`config.mk`:
```
export PLATFORM = sky130hd
export DESIGN_NAME = http_query_string_tokenizer
export DESIGN_NICKNAME = d
export VERILOG_FILES = /design/src/hdl/hqst_pkg.sv /design/src/hdl/http_query_string_tokenizer.sv
export SDC_FILE = /design/constraint.sdc
export NUM_CORES = 1
export LEC_CHECK = 0
export BUFFER_PORTS_ARGS = -buffer_cell sky130_fd_sc_hd__buf_4
export CAP_MARGIN = 25
export CORE_MARGIN = 2
export CORE_UTILIZATION = 55
export DETAILED_ROUTE_END_ITERATION = 12
export GPL_TIMING_DRIVEN = 0
export PLACE_DENSITY = 0.74
export SYNTH_ARGS = -nofsm -noshare
export SYNTH_HDL_FRONTEND = slang
export SYNTH_SLANG_ARGS = --single-unit
```
`constraint.sdc`:
```
create_clock -name clk -period 2.8 [get_ports clk]
set_input_delay 0.14 -clock clk [delete_from_list [all_inputs] [get_ports clk]]
set_output_delay 0.14 -clock clk [all_outputs]
set_load 0.01 [all_outputs]
```
`src/hdl/hqst_pkg.sv`:
```
// Shared types, character codes and the percent-escape decoder for the query tokenizer.
`default_nettype none

package hqst_pkg;

    typedef logic [2:0] kind_t;

    localparam kind_t KIND_PATH    = 3'd0;
    localparam kind_t KIND_NAME    = 3'd1;
    localparam kind_t KIND_VALUE   = 3'd2;
    localparam kind_t KIND_CLOSE   = 3'd3;
    localparam kind_t KIND_RESTART = 3'd4;

    localparam logic [7:0] CH_NUL     = 8'h00;
    localparam logic [7:0] CH_TAB     = 8'h09;
    localparam logic [7:0] CH_LF      = 8'h0A;
    localparam logic [7:0] CH_VT      = 8'h0B;
    localparam logic [7:0] CH_FF      = 8'h0C;
    localparam logic [7:0] CH_CR      = 8'h0D;
    localparam logic [7:0] CH_SPACE   = 8'h20;
    localparam logic [7:0] CH_PERCENT = 8'h25;
    localparam logic [7:0] CH_AMP     = 8'h26;
    localparam logic [7:0] CH_PLUS    = 8'h2B;
    localparam logic [7:0] CH_MINUS   = 8'h2D;
    localparam logic [7:0] CH_SLASH   = 8'h2F;
    localparam logic [7:0] CH_EQUALS  = 8'h3D;
    localparam logic [7:0] CH_QUEST   = 8'h3F;

    typedef struct packed {
        logic       ok;
        logic [3:0] val;
    } hex_t;

    function automatic hex_t hex_digit(input logic [7:0] c);
        hex_t r;
        r.ok  = 1'b1;
        r.val = 4'd0;
        if (c >= 8'h30 && c <= 8'h39)
        begin
            r.val = 4'(c - 8'h30);
        end
        else if (c >= 8'h61 && c <= 8'h66)
        begin
            r.val = 4'(c - 8'h57);
        end
        else if (c >= 8'h41 && c <= 8'h46)
        begin
            r.val = 4'(c - 8'h37);
        end
        else
        begin
            r.ok = 1'b0;
        end
        return r;
    endfunction

    // Follows base-16 string conversion over exactly two characters.
    function automatic logic [7:0] hex_decode(input logic [7:0] c0, input logic [7:0] c1);
        hex_t       a;
        hex_t       b;
        logic [7:0] r;
        a = hex_digit(c0);
        b = hex_digit(c1);
        r = 8'd0;
        if (c0 == CH_TAB || c0 == CH_LF || c0 == CH_VT || c0 == CH_FF || c0 == CH_CR)
        begin
            r = b.ok ? {4'd0, b.val} : 8'd0;
        end
        else if (c0 == CH_PLUS)
        begin
            r = b.ok ? {4'd0, b.val} : 8'd0;
        end
        else if (c0 == CH_MINUS)
        begin
            r = b.ok ? 8'(8'd0 - {4'd0, b.val}) : 8'd0;
        end
        else if (a.ok)
        begin
            r = b.ok ? {a.val, b.val} : {4'd0, a.val};
        end
        return r;
    endfunction

endpackage

`default_nettype wire

```
`src/hdl/http_query_string_tokenizer.sv`:
```
// Top level of the request-line query tokenizer with percent decoding.
// Output: a result is registered and appears on the master side in the cycle after its byte is accepted.
// Throughput: one byte per cycle while s_tready is high; the byte is classified by logic ahead of the result register.
// The slave side stays ready while the result register is empty or being drained.
// Reset: asynchronous active-low rst_n clears the parser state and empties the result register.
// A byte flagged by start_req restarts the parser before that byte is handled.
`default_nettype none

module http_query_string_tokenizer #(
    parameter int PATH_MAX    = 128,
    parameter int FIELD_MAX   = 20,
    parameter int PREFIX_SKIP = 4
) (
    input  wire logic       clk,
    input  wire logic       rst_n,
    input  wire logic       s_tvalid,
    output logic            s_tready,
    input  wire logic [7:0] s_tdata,   // [7:0] byte_in
    input  wire logic       s_tuser,   // [0] start_req
    output logic            m_tvalid,
    input  wire logic       m_tready,
    output logic      [7:0] m_tdata,   // [7:0] data
    output logic      [2:0] m_tuser,   // [2:0] kind
    output logic            m_tlast    // final_res
);

    typedef enum logic [1:0] {
        PH_PATH  = 2'd0,
        PH_NAME  = 2'd1,
        PH_VALUE = 2'd2
    } phase_t;

    typedef enum logic [1:0] {
        PCT_IDLE = 2'd0,
        PCT_SEEN = 2'd1,
        PCT_HELD = 2'd2
    } pct_t;

    phase_t           phase_reg, phase_next, phase_cur;
    pct_t             pct_reg, pct_next, pct_cur;
    logic       [2:0] skip_reg, skip_next, skip_cur;
    logic             done_reg, done_next, done_cur;
    logic       [7:0] hex_reg, hex_next, hex_cur;
    logic       [7:0] path_len_reg, path_len_next, path_len_cur;
    logic       [5:0] name_len_reg, name_len_next, name_len_cur;
    logic       [5:0] value_len_reg, value_len_next, value_len_cur;

    logic             out_valid_reg, out_valid_next;
    logic       [7:0] out_data_reg, out_data_next;
    hqst_pkg::kind_t  out_kind_reg, out_kind_next;
    logic             out_last_reg, out_last_next;

    logic             accept;
    logic             emit;
    hqst_pkg::kind_t  emit_kind;
    logic       [7:0] emit_data;
    logic             emit_last;
    logic       [7:0] b;

    assign s_tready = !out_valid_reg || m_tready;
    assign accept   = s_tvalid && s_tready;
    assign b        = s_tdata;

    assign m_tvalid = out_valid_reg;
    assign m_tdata  = out_data_reg;
    assign m_tuser  = out_kind_reg;
    assign m_tlast  = out_last_reg;

    always_comb
    begin
        if (s_tuser)
        begin
            phase_cur     = PH_PATH;
            pct_cur       = PCT_IDLE;
            skip_cur      = 3'd0;
            done_cur      = 1'b0;
            hex_cur       = 8'd0;
            path_len_cur  = 8'd0;
            name_len_cur  = 6'd0;
            value_len_cur = 6'd0;
        end
        else
        begin
            phase_cur     = phase_reg;
            pct_cur       = pct_reg;
            skip_cur      = skip_reg;
            done_cur      = done_reg;
            hex_cur       = hex_reg;
            path_len_cur  = path_len_reg;
            name_len_cur  = name_len_reg;
            value_len_cur = value_len_reg;
        end
    end

    always_comb
    begin
        phase_next     = phase_cur;
        pct_next       = pct_cur;
        skip_next      = skip_cur;
        done_next      = done_cur;
        hex_next       = hex_cur;
        path_len_next  = path_len_cur;
        name_len_next  = name_len_cur;
        value_len_next = value_len_cur;
        emit           = 1'b0;
        emit_kind      = hqst_pkg::KIND_PATH;
        emit_data      = 8'd0;
        emit_last      = 1'b0;

        if (!done_cur)
        begin
            if (b == hqst_pkg::CH_NUL)
            begin
                done_next = 1'b1;
            end
            else if (skip_cur < 3'(PREFIX_SKIP))
            begin
                skip_next = skip_cur + 3'd1;
            end
            else if (b == hqst_pkg::CH_SPACE)
            begin
                done_next = 1'b1;
                emit      = 1'b1;
                emit_kind = hqst_pkg::KIND_CLOSE;
                emit_last = 1'b1;
            end
            else if (phase_cur == PH_PATH)
            begin
                if (b == hqst_pkg::CH_QUEST)
                begin
                    phase_next = PH_NAME;
                end
                else if (path_len_cur < 8'(PATH_MAX)
                         && (path_len_cur != 8'd0 || b != hqst_pkg::CH_SLASH))
                begin
                    path_len_next = path_len_cur + 8'd1;
                    emit          = 1'b1;
                    emit_kind     = hqst_pkg::KIND_PATH;
                    emit_data     = b;
                end
            end
            else if (b == hqst_pkg::CH_EQUALS)
            begin
                value_len_next = 6'd0;
                phase_next     = PH_VALUE;
                emit           = 1'b1;
                emit_kind      = hqst_pkg::KIND_RESTART;
            end
            else if (b == hqst_pkg::CH_AMP)
            begin
                name_len_next = 6'd0;
                phase_next    = PH_NAME;
                emit          = 1'b1;
                emit_kind     = hqst_pkg::KIND_CLOSE;
            end
            else if (phase_cur == PH_NAME)
            begin
                if (name_len_cur < 6'(FIELD_MAX))
                begin
                    name_len_next = name_len_cur + 6'd1;
                    emit          = 1'b1;
                    emit_kind     = hqst_pkg::KIND_NAME;
                    emit_data     = b;
                end
            end
            else if (value_len_cur < 6'(FIELD_MAX))
            begin
                if (b == hqst_pkg::CH_PERCENT)
                begin
                    pct_next = PCT_SEEN;
                end
                else if (pct_cur == PCT_SEEN)
                begin
                    hex_next = b;
                    pct_next = PCT_HELD;
                end
                else
                begin
                    pct_next       = PCT_IDLE;
                    value_len_next = value_len_cur + 6'd1;
                    emit           = 1'b1;
                    emit_kind      = hqst_pkg::KIND_VALUE;
                    emit_data      = (pct_cur == PCT_HELD)
                                     ? hqst_pkg::hex_decode(hex_cur, b) : b;
                end
            end
        end
    end

    always_comb
    begin
        out_valid_next = out_valid_reg;
        out_data_next  = out_data_reg;
        out_kind_next  = out_kind_reg;
        out_last_next  = out_last_reg;
        if (accept && emit)
        begin
            out_valid_next = 1'b1;
            out_data_next  = emit_data;
            out_kind_next  = emit_kind;
            out_last_next  = emit_last;
        end
        else if (m_tready)
        begin
            out_valid_next = 1'b0;
        end
    end

    always_ff @(posedge clk or negedge rst_n)
    begin
        if (!rst_n)
        begin
            phase_reg     <= PH_PATH;
            pct_reg       <= PCT_IDLE;
            skip_reg      <= 3'd0;
            done_reg      <= 1'b0;
            hex_reg       <= 8'd0;
            path_len_reg  <= 8'd0;
            name_len_reg  <= 6'd0;
            value_len_reg <= 6'd0;
            out_valid_reg <= 1'b0;
        end
        else
        begin
            if (accept)
            begin
                phase_reg     <= phase_next;
                pct_reg       <= pct_next;
                skip_reg      <= skip_next;
                done_reg      <= done_next;
                hex_reg       <= hex_next;
                path_len_reg  <= path_len_next;
                name_len_reg  <= name_len_next;
                value_len_reg <= value_len_next;
            end
            out_valid_reg <= out_valid_next;
        end
    end

    always_ff @(posedge clk)
    begin
        out_data_reg <= out_data_next;
        out_kind_reg <= out_kind_next;
        out_last_reg <= out_last_next;
    end

`ifndef SYNTHESIS
    a_final_is_close: assert property (@(posedge clk) disable iff (!rst_n)
        m_tvalid && m_tlast |-> m_tuser == hqst_pkg::KIND_CLOSE && m_tdata == 8'd0)
        else $error("End of line must be a closing marker with zero data.");

    a_final_sets_done: assert property (@(posedge clk) disable iff (!rst_n)
        accept && emit && emit_last |=> done_reg)
        else $error("Ending the line must set the done flag.");

    a_lengths_capped: assert property (@(posedge clk) disable iff (!rst_n)
        path_len_reg <= 8'(PATH_MAX) && name_len_reg <= 6'(FIELD_MAX)
        && value_len_reg <= 6'(FIELD_MAX))
        else $error("A field length exceeded its cap.");

    a_done_silent: assert property (@(posedge clk) disable iff (!rst_n)
        accept && done_reg && !s_tuser |-> !emit)
        else $error("A result was produced after the end of the line.");

    a_ready_when_empty: assert property (@(posedge clk) disable iff (!rst_n)
        !out_valid_reg |-> s_tready)
        else $error("Input stalled while the result register was empty.");
`endif

endmodule

`default_nettype wire
```
# Word level (Yosys, flattened, before mapping)
# Index checks and enable logic that the tools add are counted.
[op_classes] add_sub_neg=11 n_lt_le_gt_ge=16 muxes=160 eq_ne=16 n_reduce_logical=24
[ops] operator="8-bit 2-to-1 mux" n=37
[ops] operator="6-bit 2-to-1 mux" n=22
[ops] operator="4-bit 2-to-1 mux" n=18
[ops] operator="8-bit by 6-bit == test with 1-bit output (second input constant)" n=7
[ops] operator="2-bit 2-to-1 mux" n=26
[ops] operator="1-bit 2-to-1 mux" n=50
[ops] operator="8-bit by 4-bit == test with 1-bit output (second input constant)" n=5
[ops] operator="8-bit by 7-bit >= comparator with 1-bit output (second input constant)" n=4
[ops] operator="8-bit by 7-bit <= comparator with 1-bit output (second input constant)" n=4
[ops] operator="3-bit 2-to-1 mux" n=7
[ops] operator="8-bit by 6-bit >= comparator with 1-bit output (second input constant)" n=2
[ops] operator="8-bit by 6-bit <= comparator with 1-bit output (second input constant)" n=2
[ops] operator="4-bit by 3-bit subtractor with 4-bit output (second input constant)" n=4
[ops] operator="6-bit by 1-bit adder with 6-bit output (second input constant)" n=2
[ops] operator="6-bit by 5-bit less-than comparator with 1-bit output (second input constant)" n=2
[ops] operator="1-bit logical AND" n=9
[ops] operator="8-bit by 1-bit adder with 8-bit output (second input constant)" n=1
[ops] operator="8-bit zero test" n=1
[ops] operator="8-bit less-than comparator (second input constant)" n=1
[ops] operator="8-bit by 6-bit inequality test with 1-bit output (second input constant)" n=1
[ops] operator="8-bit nonzero test" n=1
[ops] operator="4-bit by 1-bit subtractor with 4-bit output (second input constant)" n=2
[ops] operator="1-bit logical OR" n=6
[ops] operator="5-bit OR reduction" n=1
[ops] operator="other kinds (11)" n=12
[totals] inputBits=13 register_bits=49 wordCells=240 out_inout_bits=14

# Logic depth before layout (Yosys ltp)
[logic_depth] depth_word=29 depth_mapped=13 mapped_depth_nobuf=12

# Worst setup path before layout
# OpenSTA, ideal clock, no wires.
[synth_timing] kind="in2reg" startpoint="in s_tuser" endpoint="reg out_data_reg[2] (netlist: m_tdata[2]) (data pin)" stages=11 n_path_buf=2 setup_ns=0.257 setup_slack_ns=0.294 required_ns=2.543 t_arrival_ns=2.250 path_cell_list="buf_6 -> inv_1 -> clkbuf_1 -> nand2_1 -> ha_1 -> or3_1 -> a31oi_2 -> and2b_1 -> o32a_1 -> o21ai_1 -> a32o_1"
[synth_via] elab_chain_len=29 word_cells_on_any_way=76 cone_classes="add/sub (3); order compare (10); eq/ne (10); mux (41); reduce/logical (12)"
[synth_rtl] item="start, declared" line_no="http_query_string_tokenizer.sv:19" text="input wire logic s_tuser,"
[synth_rtl] item="8-bit 2-to-1 mux" line_no="http_query_string_tokenizer.sv:71" text="if (s_tuser)"
[synth_rtl] item="8-bit by 7-bit >= comparator with 1-bit output or 8-bit by 7-bit <= comparator with 1-bit output (tied branches)" line_no="hqst_pkg.sv:46" text="else if (c >= 8'h41 && c <= 8'h46)"
[synth_rtl] item="1-bit logical AND" line_no="hqst_pkg.sv:46"
[synth_rtl] item="1-bit 2-to-1 mux" line_no="hqst_pkg.sv:46"
[synth_rtl] item="1-bit 2-to-1 mux" line_no="hqst_pkg.sv:42" text="else if (c >= 8'h61 && c <= 8'h66)"
[synth_rtl] item="1-bit 2-to-1 mux" line_no="hqst_pkg.sv:38" text="if (c >= 8'h30 && c <= 8'h39)"
[synth_rtl] item="1-bit 2-to-1 mux" line_no="http_query_string_tokenizer.sv:172" text="else if (pct_cur == PCT_SEEN)"
[synth_rtl] item="1-bit 2-to-1 mux" line_no="http_query_string_tokenizer.sv:168" text="if (b == hqst_pkg::CH_PERCENT)"
[synth_rtl] item="[13 not listed]"
[synth_rtl] item="8-bit 2-to-1 mux" line_no="http_query_string_tokenizer.sv:184" text="? hqst_pkg::hex_decode(hex_cur, b) : b;"
[synth_rtl] item="8-bit 2-to-1 mux" line_no="http_query_string_tokenizer.sv:172"
[synth_rtl] item="8-bit 2-to-1 mux" line_no="http_query_string_tokenizer.sv:168"
[synth_rtl] item="8-bit 2-to-1 mux" line_no="http_query_string_tokenizer.sv:166" text="else if (value_len_cur < 6'(FIELD_MAX))"
[synth_rtl] item="8-bit 2-to-1 mux" line_no="http_query_string_tokenizer.sv:156" text="else if (phase_cur == PH_NAME)"
[synth_rtl] item="8-bit 2-to-1 mux" line_no="http_query_string_tokenizer.sv:149" text="else if (b == hqst_pkg::CH_AMP)"
[synth_rtl] item="8-bit 2-to-1 mux" line_no="http_query_string_tokenizer.sv:142" text="else if (b == hqst_pkg::CH_EQUALS)"
[synth_rtl] item="8-bit 2-to-1 mux" line_no="http_query_string_tokenizer.sv:127" text="else if (phase_cur == PH_PATH)"
[synth_rtl] item="end signal, assigned" line_no="http_query_string_tokenizer.sv:242" text="out_data_reg <= out_data_next;"
[synth_rtl] item="end, declared" line_no="http_query_string_tokenizer.sv:49" text="logic [7:0] out_data_reg, out_data_next;"
# Parallel ways exist; a longest one is shown, timed or not. The select of a mux whose other input is x is not followed.
# A chain may end at the register's enable or synchronous reset.

# Worst setup path in the final report
[layout_timing] startpoint="reg value_len_reg[2]" endpoint="reg out_data_reg[0] (netlist: m_tdata[0]) (enable)"
[layout_via] elab_chain_len=12
[layout_rtl] item="start, declared" line_no="http_query_string_tokenizer.sv:46" text="logic [5:0] value_len_reg, value_len_next, value_len_cur;"
[layout_rtl] item="start signal, assigned" line_no="http_query_string_tokenizer.sv:234" text="value_len_reg <= value_len_next;"
[layout_rtl] item="6-bit 2-to-1 mux" line_no="http_query_string_tokenizer.sv:71"
[layout_rtl] item="6-bit by 5-bit less-than comparator with 1-bit output" line_no="http_query_string_tokenizer.sv:166"
[layout_rtl] item="1-bit 2-to-1 mux" line_no="http_query_string_tokenizer.sv:166"
[layout_rtl] item="1-bit 2-to-1 mux" line_no="http_query_string_tokenizer.sv:156"
[layout_rtl] item="1-bit 2-to-1 mux" line_no="http_query_string_tokenizer.sv:149"
[layout_rtl] item="1-bit 2-to-1 mux" line_no="http_query_string_tokenizer.sv:142"
[layout_rtl] item="1-bit 2-to-1 mux" line_no="http_query_string_tokenizer.sv:127"
[layout_rtl] item="1-bit 2-to-1 mux" line_no="http_query_string_tokenizer.sv:120" text="else if (b == hqst_pkg::CH_SPACE)"
[layout_rtl] item="1-bit 2-to-1 mux" line_no="http_query_string_tokenizer.sv:116" text="else if (skip_cur < 3'(PREFIX_SKIP))"
[layout_rtl] item="1-bit 2-to-1 mux" line_no="http_query_string_tokenizer.sv:112" text="if (b == hqst_pkg::CH_NUL)"
[layout_rtl] item="1-bit 2-to-1 mux" line_no="http_query_string_tokenizer.sv:110" text="if (!done_cur)"
[layout_rtl] item="1-bit logical AND" line_no="http_query_string_tokenizer.sv:196" text="if (accept && emit)"
# Every way passes these cells.

==> run summary <==
Global-route usage over all layers = 0.271
#FFs+latches synth = 49
Slew Limit Fails = 0
Vias in the first global route = 3208
CP Capture Type = register
CP Buf/Inv Count = 0
Total grt overflow = 0
ANT cells = 0
Final antenna-violating net count = 0
CP top delay family = simple AND/OR/NAND/NOR gates
Worst path max stage delay = 500 ps
Max cap viols = 0
DRC = 0
Cell taking the most area after synthesis = dfrtp_1
Critical path peak fanout = 12
Pin count of the biggest net entering global routing = 38
Slowest stage cell on the critical path = o41ai_2
Worst min-delay path category = input port to register
Startpoint Class = register
Die height = 85.4 um
Gate Count Post-Synth = 410
Sink Count = 49
Seq/Total Area, Yosys = 0.353
Clk_skew = 5.82 ps
CTS buffer count = 5
Die area = 7280 sq um
CTS tree = built
Mapped Area = 3640 sq um
EDFF count, synth = 12
Maximum buffer depth of the clock tree = 2
Layout cell share with drive strength beyond 1 = 0.180
Worst skew pair latency = 310 ps
Final setup fails = 0
Hold Fails Final Rpt = 0
Die X-Extent = 85.4 um
Initial antenna violation count = 0
Drt wl/cell = 18.2 um
Most instantiated cells after synthesis = o21ai_0 (41), nand2_1 (38), dfrtp_1 (37)
PD cells = 360 nW/um^2
Synthesized area per cell = 8.88 sq um
Critical path, cell by cell = o21a_1 -> o41ai_2 -> and2_1 -> o31ai_1 -> and3_2 -> nor2_2
Port Buffers = 25
Final period util = 0.934
RSZ-0062 raised after global routing = false
Finished Layout Cells = 521
Core area = 6390 sq um
Status = complete, no violations
Peak VDD IR = 0.241 mV
Final WL = 9.50 mm
Routability cong. = 0.942
Initial drt markers = 330
H-tree levels = 2
Pleak = 1.68 nW
HPWL Detailed = 7.04 mm
Cell Rows = 29
Synth cell types = 82
Asr flop ratio synth = 0.755
CP arrival = 2580 ps
Ports = 27
CTS Root Cell = clkbuf_8
Peak Freq = 382 MHz
Kind of critical path = register to register
Initial Utilization = 0.570
Top cell type's share of synthesized area = 0.254
Via count = 3459
Placed cell count = 512
Clock period minus worst slack = 2620 ps
Count leader, synth = o21ai_0
Slew headroom = 0.451
Nets = 471
Largest cells by area after synthesis = dfrtp_1 (25%), edfxtp_1 (9.9%), o21ai_0 (5.6%), ha_1 (5.2%), nand2_1 (3.9%)
Net count after synthesis = 438
First-pass detailed-route iteration total = 5
Dominant synthesized flop cell = dfrtp_1
Clock Pin Slew Worst Setup and Hold Paths = 90 ps
First-pass GRT wire length = 15.9 mm
Ys Warns = 0
CP required = 2760 ps
Slew @ Worst Pin = 815 ps
DR vias/cell = 6.64
Layout area overhead = 11.2%
Aggregate negative setup slack = 0 ps
[cell usage in the layout (no fill, tap or decap), types with 4 or more instances in the layout]
| cell | synthesis | final |
|---|---|---|
| nand3_1 | 16 | 16 |
| nor2_1 | 32 | 31 |
| nor4_1 | 5 | 5 |
| o31ai_1 | 5 | 5 |
| and3_1 | 6 | 6 |
| nand4_1 | 7 | 7 |
| clkbuf_1 | 11 | 9 |
| ha_1 | 15 | 14 |
| o21a_1 | 4 | 4 |
| o21ai_1 | 9 | 9 |
| o21ai_0 | 41 | 41 |
| nor2b_1 | 13 | 13 |
| dfrtp_1 | 37 | 37 |
| nand2b_1 | 5 | 5 |
| and2_1 | 4 | 4 |
| edfxtp_1 | 12 | 12 |
| a21oi_1 | 22 | 22 |
| a31oi_1 | 7 | 7 |
| nand2_1 | 38 | 38 |
| nor3_1 | 11 | 11 |
| buf_4 | 0 | 26 |
| clkbuf_8 | 4 | 10 |
| a22oi_1 | 5 | 5 |
| a22o_1 | 6 | 6 |
| inv_1 | 12 | 12 |
[metal layers]
layer	wire length [um]	up-vias	share of wire	global-route usage
met5	0	-	0	0
met4	168	0	0.018	0.0837
met3	706	25	0.074	0.0379
met2	4270	149	0.45	0.413
met1	4360	1679	0.46	0.400
li1	-	1606	-	-
[cell type report]
class                      count  area (sq um)
buffer                        18           133
clock buffer                   6          82.6
clock inverter                 2          13.8
fill                         556          2340
inverter                      13          48.8
multi-input combinational    329          2180
sequential                    49          1290
tap                           77          96.3
timing repair buffer          27           205
[repair_timing]
| action | in CTS | in global routing |
|---|---|---|
| buffers inserted | 0 | 1 |
| endpoints found under the setup margin | 13 | 6 |
| gates resized for setup | 2 | 3 |
| endpoints found under the hold margin | 37 | 0 |
| hold buffers | 1 | 0 |
[worst paths after layout]
check | start | to | slack [ps] | cells past startpoint
max in group asynchronous | rst_n | phase_reg[0] | 2130 | 2
min in group asynchronous | rst_n | value_len_reg[1] | 320 | 2
worst max-delay path | value_len_reg[2] | m_tdata[0] | 180 | 6
worst min-delay path | s_tdata[6] | hex_reg[6] | 140 | 2
worst max register to register | value_len_reg[2] | m_tdata[0] | 180 | 6
worst min register to register | value_len_reg[0] | value_len_reg[0] | 480 | 1
[logic make-up (layout without fill, tap and decap cells)]
group / count (synthesis) / in the layout / synth area share
mux: 3 / 3 / 0.00859
buf+inv: 32 / 66 / 0.0505
xor+xnor: 3 / 3 / 0.00722
simple gates: 169 / 169 / 0.264
compound gates: 139 / 139 / 0.265
fa+ha+maj: 15 / 15 / 0.0516
flops: 49 / 49 / 0.353
[stage by stage]
| step | setup slack [ps] | hold WS (ps) | area [sq um] | power, W | utilization |
|---|---|---|---|---|---|
| floorplan | 294 | -156 | 3640 | 0.000926 | - |
| global placement | -262 | 130 | 3920 | 0.00101 | 0.614 |
| detailed placement | -329 | 133 | 3920 | 0.00101 | 0.614 |
| CTS | 167 | 136 | 4030 | 0.00146 | 0.632 |
| global route | 40.6 | 153 | 4050 | 0.00152 | 0.634 |
| finish | 183 | 142 | 4050 | 0.00146 | 0.634 |
[where the power goes]
group	switching [W]	internal (W)
logic	0.000149	0.0000863
registers	0.0000187	0.000749
clock network	0.000255	0.000201
total	0.000423	0.00104
Power figures use the tool's default switching activity.
